<file path="src/mlfd_pkg.sv">
package mlfd_pkg;

    localparam int BYTE_W    = 8;
    localparam int CFG_IDX_W = 8;

    localparam logic [CFG_IDX_W-1:0] CFG_START_MARKER = 8'd0;
    localparam logic [CFG_IDX_W-1:0] CFG_END_MARKER   = 8'd1;

    localparam logic KIND_BYTE  = 1'b0;
    localparam logic KIND_FLUSH = 1'b1;

    typedef struct packed {
        logic [BYTE_W-1:0] msg_type;
        logic [BYTE_W-1:0] payload_byte;
        logic [BYTE_W-1:0] byte_index;
        logic              frame_ok;
        logic              last;
    } t_result;

endpackage

</file>
<file path="src/mlfd_core.sv">
module mlfd_core (
    input  logic                      i_clk,
    input  logic                      i_rst_n,
    input  logic                      i_accept,
    input  logic                      i_kind,
    input  logic [mlfd_pkg::BYTE_W-1:0] i_rx_byte,
    input  logic [mlfd_pkg::BYTE_W-1:0] i_start_marker,
    input  logic [mlfd_pkg::BYTE_W-1:0] i_end_marker,
    output logic                      o_res_valid,
    output mlfd_pkg::t_result         o_res
);
    import mlfd_pkg::*;

    typedef enum logic [2:0] {
        PH_HUNT    = 3'd0,
        PH_SIZE    = 3'd1,
        PH_TYPE    = 3'd2,
        PH_PAYLOAD = 3'd3,
        PH_END     = 3'd4
    } t_phase;

    t_phase            r_phase, n_phase;
    logic [BYTE_W-1:0] r_size, n_size;
    logic [BYTE_W-1:0] r_type, n_type;
    logic [BYTE_W-1:0] r_count, n_count;
    logic              n_res_valid;
    t_result           n_res;
    logic              in_frame;
    logic [BYTE_W:0]   count_next;

    assign in_frame   = (r_phase == PH_SIZE) || (r_phase == PH_TYPE) ||
                        (r_phase == PH_PAYLOAD) || (r_phase == PH_END);
    assign count_next = {1'b0, r_count} + {{BYTE_W{1'b0}}, 1'b1};

    always_comb begin
        n_phase     = r_phase;
        n_size      = r_size;
        n_type      = r_type;
        n_count     = r_count;
        n_res_valid = 1'b0;
        n_res       = '{msg_type: r_type, payload_byte: '0, byte_index: r_count,
                        frame_ok: 1'b0, last: 1'b1};
        if (i_kind == KIND_FLUSH) begin
            n_res_valid = in_frame;
            n_phase     = PH_HUNT;
            n_size      = '0;
            n_type      = '0;
            n_count     = '0;
        end else begin
            unique case (r_phase)
                PH_SIZE: begin
                    n_size  = i_rx_byte;
                    n_type  = '0;
                    n_count = '0;
                    n_phase = (i_rx_byte == '0) ? PH_END : PH_TYPE;
                end
                PH_TYPE: begin
                    n_type  = i_rx_byte;
                    n_phase = (r_size > 8'd1) ? PH_PAYLOAD : PH_END;
                end
                PH_PAYLOAD: begin
                    n_res_valid        = 1'b1;
                    n_res.payload_byte = i_rx_byte;
                    n_res.last         = 1'b0;
                    n_count            = count_next[BYTE_W-1:0];
                    if ((count_next + {{BYTE_W{1'b0}}, 1'b1}) >= {1'b0, r_size}) begin
                        n_phase = PH_END;
                    end
                end
                PH_END: begin
                    n_res_valid    = 1'b1;
                    n_res.frame_ok = (i_rx_byte == i_end_marker);
                    n_phase        = PH_HUNT;
                    n_size         = '0;
                    n_type         = '0;
                    n_count        = '0;
                end
                default: begin
                    n_phase = (i_rx_byte == i_start_marker) ? PH_SIZE : PH_HUNT;
                    n_size  = '0;
                    n_type  = '0;
                    n_count = '0;
                end
            endcase
        end
    end

    always_ff @(posedge i_clk) begin
        if (!i_rst_n) begin
            r_phase     <= PH_HUNT;
            r_size      <= '0;
            r_type      <= '0;
            r_count     <= '0;
            o_res_valid <= 1'b0;
        end else begin
            o_res_valid <= i_accept && n_res_valid;
            if (i_accept) begin
                r_phase <= n_phase;
                r_size  <= n_size;
                r_type  <= n_type;
                r_count <= n_count;
            end
        end
    end

    always_ff @(posedge i_clk) begin
        if (i_accept) begin
            o_res <= n_res;
        end
    end

endmodule

</file>
<file path="src/marker_length_frame_deframer.sv">
// Start/length/end-marker deframer. One word (received byte or flush) is taken
// per clock while o_in_ready is high. Per-byte work is one registered state update
// followed by a two-entry output buffer. o_in_ready drops while the second entry
// is in use, or while a result is arriving and the output register holds one
// that downstream does not take in that cycle, so o_in_ready follows i_out_ready
// combinationally.
// Write start/end markers through the cfg port only while the block is idle.
module marker_length_frame_deframer (
    input  logic                           i_clk,
    input  logic                           i_rst_n,
    input  logic                           i_in_valid,
    output logic                           o_in_ready,
    input  logic                           i_kind,
    input  logic [mlfd_pkg::BYTE_W-1:0]    i_rx_byte,
    output logic                           o_out_valid,
    input  logic                           i_out_ready,
    output logic [mlfd_pkg::BYTE_W-1:0]    o_msg_type,
    output logic [mlfd_pkg::BYTE_W-1:0]    o_payload_byte,
    output logic [mlfd_pkg::BYTE_W-1:0]    o_byte_index,
    output logic                           o_frame_ok,
    output logic                           o_last,
    input  logic                           i_cfg_valid,
    output logic                           o_cfg_ready,
    input  logic [mlfd_pkg::CFG_IDX_W-1:0] i_cfg_index,
    input  logic [mlfd_pkg::BYTE_W-1:0]    i_cfg_data
);
    import mlfd_pkg::*;

    logic [BYTE_W-1:0] r_start_marker;
    logic [BYTE_W-1:0] r_end_marker;
    logic              accept;
    logic              pop;
    logic              res_valid;
    t_result           res;
    logic              r_out_valid;
    t_result           r_out;
    logic              r_skid_valid;
    t_result           r_skid;

    assign o_cfg_ready = 1'b1;
    assign o_in_ready  = !r_skid_valid && !(res_valid && r_out_valid && !i_out_ready);
    assign accept      = i_in_valid && o_in_ready;
    assign pop         = r_out_valid && i_out_ready;

    always_ff @(posedge i_clk) begin
        if (!i_rst_n) begin
            r_start_marker <= '0;
            r_end_marker   <= '0;
        end else if (i_cfg_valid && o_cfg_ready) begin
            unique case (i_cfg_index)
                CFG_START_MARKER: r_start_marker <= i_cfg_data;
                CFG_END_MARKER:   r_end_marker   <= i_cfg_data;
                default: ;
            endcase
        end
    end

    mlfd_core u_core (
        .i_clk          (i_clk),
        .i_rst_n        (i_rst_n),
        .i_accept       (accept),
        .i_kind         (i_kind),
        .i_rx_byte      (i_rx_byte),
        .i_start_marker (r_start_marker),
        .i_end_marker   (r_end_marker),
        .o_res_valid    (res_valid),
        .o_res          (res)
    );

    // output register plus skid entry
    always_ff @(posedge i_clk) begin
        if (!i_rst_n) begin
            r_out_valid  <= 1'b0;
            r_skid_valid <= 1'b0;
        end else if (r_skid_valid) begin
            if (pop) begin
                r_out        <= r_skid;
                r_skid_valid <= 1'b0;
            end
        end else if (res_valid) begin
            if (!r_out_valid || pop) begin
                r_out       <= res;
                r_out_valid <= 1'b1;
            end else begin
                r_skid       <= res;
                r_skid_valid <= 1'b1;
            end
        end else if (pop) begin
            r_out_valid <= 1'b0;
        end
    end

    assign o_out_valid    = r_out_valid;
    assign o_msg_type     = r_out.msg_type;
    assign o_payload_byte = r_out.payload_byte;
    assign o_byte_index   = r_out.byte_index;
    assign o_frame_ok     = r_out.frame_ok;
    assign o_last         = r_out.last;

`ifndef SYNTHESIS
    a_skid_needs_out: assert property (@(posedge i_clk) disable iff (!i_rst_n)
        r_skid_valid |-> r_out_valid)
        else $error("skid entry held while output register empty");

    a_ok_only_on_last: assert property (@(posedge i_clk) disable iff (!i_rst_n)
        (o_out_valid && o_frame_ok) |-> o_last)
        else $error("frame_ok set on a payload word");

    a_payload_index_range: assert property (@(posedge i_clk) disable iff (!i_rst_n)
        (o_out_valid && !o_last) |-> (o_byte_index != 8'hFF))
        else $error("payload index out of range");

    a_result_from_accept: assert property (@(posedge i_clk) disable iff (!i_rst_n)
        res_valid |-> $past(accept))
        else $error("result without an accepted word");

    a_result_has_room: assert property (@(posedge i_clk) disable iff (!i_rst_n)
        res_valid |-> !r_skid_valid)
        else $error("result arrived while both entries were full");
`endif

endmodule
</file>
<file path="config.mk">
export PLATFORM = sky130hd
export DESIGN_NAME = marker_length_frame_deframer
export DESIGN_NICKNAME = d
export VERILOG_FILES = /design/src/mlfd_pkg.sv /design/src/mlfd_core.sv /design/src/marker_length_frame_deframer.sv
export SDC_FILE = /design/constraint.sdc
export NUM_CORES = 1
export LEC_CHECK = 0
export ABC_AREA = 1
export BUFFER_PORTS_ARGS = -buffer_cell sky130_fd_sc_hd__buf_4
export CAP_MARGIN = 20
export CELL_PAD_IN_SITES_DETAIL_PLACEMENT = 1
export CELL_PAD_IN_SITES_GLOBAL_PLACEMENT = 2
export CORE_ASPECT_RATIO = 1.75
export CORE_MARGIN = 2
export CORE_UTILIZATION = 33
export DETAILED_ROUTE_END_ITERATION = 6
export GPL_TIMING_DRIVEN = 0
export PLACE_DENSITY = 0.8
export SLEW_MARGIN = 20
export SYNTH_ARGS = -nofsm -noshare
export SYNTH_HDL_FRONTEND = slang
export SYNTH_SLANG_ARGS = --single-unit
</file>
<file path="constraint.sdc">
create_clock -name i_clk -period 3.6 [get_ports i_clk]
set_input_delay 0.54 -clock i_clk [delete_from_list [all_inputs] [get_ports i_clk]]
set_output_delay 0.54 -clock i_clk [all_outputs]
set_load 0.03 [all_outputs]
</file>
==> results.toml <==
[clocking]
cts_buffers = 17
cts_htree_levels = 4
cts.path.max_buffers = 2
path_clk_slew_ps = 70
cts-root-buf = "clkbuf_16"
cts_tree = "yes"
cts.sinks = 124
clock_latency_ps = 420
cts_setup_buffers = 0

[yosys]
synthSimpleGateAreaFrac_pct = 19.8
synth_edf_count = 78
synth_top_family_by_area = "simple AND/OR/NAND/NOR gates"
yosys-top-cells-count = "nand2_1, edfxtp_1, inv_1, dfxtp_1, a21oi_1"
synthesis.area_um2 = 5440
synth_area_leader_cell = "edfxtp_1"
synth_area_leaders = "edfxtp_1, dfxtp_1, nand2_1, inv_1, a21oi_1"
synth_xor_area_share_pct = 1.45
ys_async_sr_fraction_pct = 0
synth-adder-area-share_pct = 2.30
ys_seq_elements = 124
synth_top_area_share_pct = 43.1
yosysSeqAreaShare_pct = 60.0
yosys_most_used_dff = "edfxtp_1"
synthCells = 566
synthMostInstantiatedCell = "nand2_1"
avgSynthCellArea_um2 = 9.60
synth_warnings = 0
synth_cell_type_count = 41
syn_nets = 606
synth_compound_area_share_pct = 9.69
muxShareOfSynthArea_pct = 0

[global_route]
track_usage_pct = 15.7
grt_antenna_before_repair = 0
grt_max_degree = 35
grt_pass1_wl_um = 21200
gr-total-overflow = 0
grt_pass1_vias = 4328

[power]
p_leak_nw = 2.68
powerDensity_nw_per_um2 = 509
ir_drop_v = 0.000295
power_mw = 3.41

[place]
post-place-ws_ps = 242
dp_hpwl_um = 10100
dp_cells = 816
numPortBuffers = 56
place_congestion = 0.824

[sta]
layout_setup_ws_ps = 449
slew_headroom_pct = 49.5
timing.hold.ws_ps = 410
worstMarginPinSlew_ps = 755
clock_skew_ps = 11.2
fmax_ghz = 0.317
setup_viol = 0
tns_ps = 0
slew_viol_final = 0
finalCritPeriodShare_pct = 87.5
finalHoldViolCount = 0
finalCriticalPeriod_ps = 3150
rsz0062_at_grt = "false"

[die]
dieArea_um2 = 17600
io_pins = 59
initial_utilization_pct = 33.4
die_w_um = 101
rows = 62
chipHeight_um = 174
core_area_um2 = 16300

[cells_and_area]
num-nets-final = 683
areaGrowthSynthToFinish_pct = 23.5
antennaDiodeCount = 0
drive_above_1_share_pct = 19.2
instances_no_fill = 848

[routing]
wl_per_cell_um = 15.5
drc = 0
via_count = 4036
vias_per_cell = 4.76
ant_nets = 0
drt_wl_total_um = 13100
drt_iter0_markers = 138
first_pass_iters = 4

[critical_path]
critPathLaunchType = "flop"
critPathArrivalTime_ps = 3500
cp.required_ps = 3950
endpoint_kind = "flop"
cp_max_fo = 6
crit_type = "flop to flop"

[min_path]
min-delay-path-class = "input pin to flop"

[run_status]
outcome = "finished clean"

[flow_run]
cap_violations = 0
[layout by cell type (no fill, tap or decap), types with 3 or more instances in the layout]
cell type,count
a21oi_1,45
nand2_4,3
inv_1,65
buf_1,4
buf_4,58
clkbuf_16,17
a211oi_2,5
ha_1,10
nand2_1,152
a21oi_2,4
inv_8,4
edfxtp_1,78
dfxtp_1,46
xor2_1,7
nor2_4,4
nor2_1,40
clkbuf_1,9
nand2_2,4
inv_6,5
clkinv_4,3
inv_2,4
o21ai_0,26
nand4_1,9
nand3_1,23
[per-layer routing]
metal | vias up | share of wire [%] | GRT usage, %
li1 | 2023 | - | -
met2 | 87 | 57 | 29.9
met4 | 0 | 2.4 | 7.04
met3 | 25 | 2.9 | 3.39
met5 | - | 0 | 0
met1 | 1901 | 38 | 15.8
[worst paths after layout]
path                     startpoint           endpoint  slack, ps  cells after the start
setup / recovery  u_core.r_count[0]  u_core.r_phase[1]        450                     14
hold / removal        i_cfg_data[7]  r_start_marker[7]        410                      3
setup reg to reg  u_core.r_count[0]  u_core.r_phase[1]        450                     14
hold reg to reg    u_core.r_type[0]   u_core.o_res[18]        430                      0
[cell families after synthesis]
| group | count (synthesis) |
|---|---|
| AO/OA/AOI/OAI | 90 |
| flip-flops | 124 |
| adder cells (fa/ha/maj) | 10 |
| other | 1 |
| XOR/XNOR | 9 |
| AND/OR/NAND/NOR | 245 |
| buffers and inverters | 87 |
[area by class of cell]
class | count | area [µm²]
Buffer | 16 | 87.6
Clock buffer | 17 | 425
Clock inverter | 15 | 151
Fill cell | 1888 | 9580
Inverter | 71 | 274
Multi-Input combinational cell | 355 | 1830
Sequential cell | 124 | 3260
Tap cell | 192 | 240
Timing Repair Buffer | 58 | 439
[report_power, final]
group	internal (mW)	switching (mW)	total, mW
Combinational	0.0693	0.123	0.192
Clock	0.976	0.696	1.67
Sequential	1.53	0.0147	1.55
[worst max-delay path, stage by stage (launching register included)]
cell	delay (ps)
dfxtp_1	460
inv_1	160
ha_1	370
nor4_2	460
nand4_1	210
nor2_1	160
xor2_1	170
ha_1	260
nand4_1	100
nand3_1	70
nor2_1	90
nand3_1	220
nand3_1	160
nand2_1	80
nor2_1	120
[stage by stage]
step / area (µm²) / util (%)
CTS: 6700 / 41.2
detailed placement: 6130 / 37.6
floorplan: 5440 / -
global placement: 6100 / 37.4
global route: 6710 / 41.2
finish: 6710 / 41.2
[state kept, by name (all words and copies together) (netlist names)]
register / cells
u_core.r_size: 8
u_core.r_phase: 3
o_out_valid: 1
o_msg_type: 8
r_skid: 26
u_core.o_res_valid: 1
r_skid_valid: 1
o_byte_index: 8
o_frame_ok: 1
u_core.r_count: 8
o_last: 1
o_payload_byte: 8
r_start_marker: 8
r_end_marker: 8
u_core.o_res: 26
u_core.r_type: 8
[timing repair]
| item | 4_1_cts | 5_1_grt |
|---|---|---|
| endpoints found under the hold margin | 0 | 0 |
| hold buffers | 0 | 0 |
| setup endpoints to repair | 0 | 3 |
| resized for setup | 0 | 1 |
No activity file was read; power rests on OpenSTA's default activity.
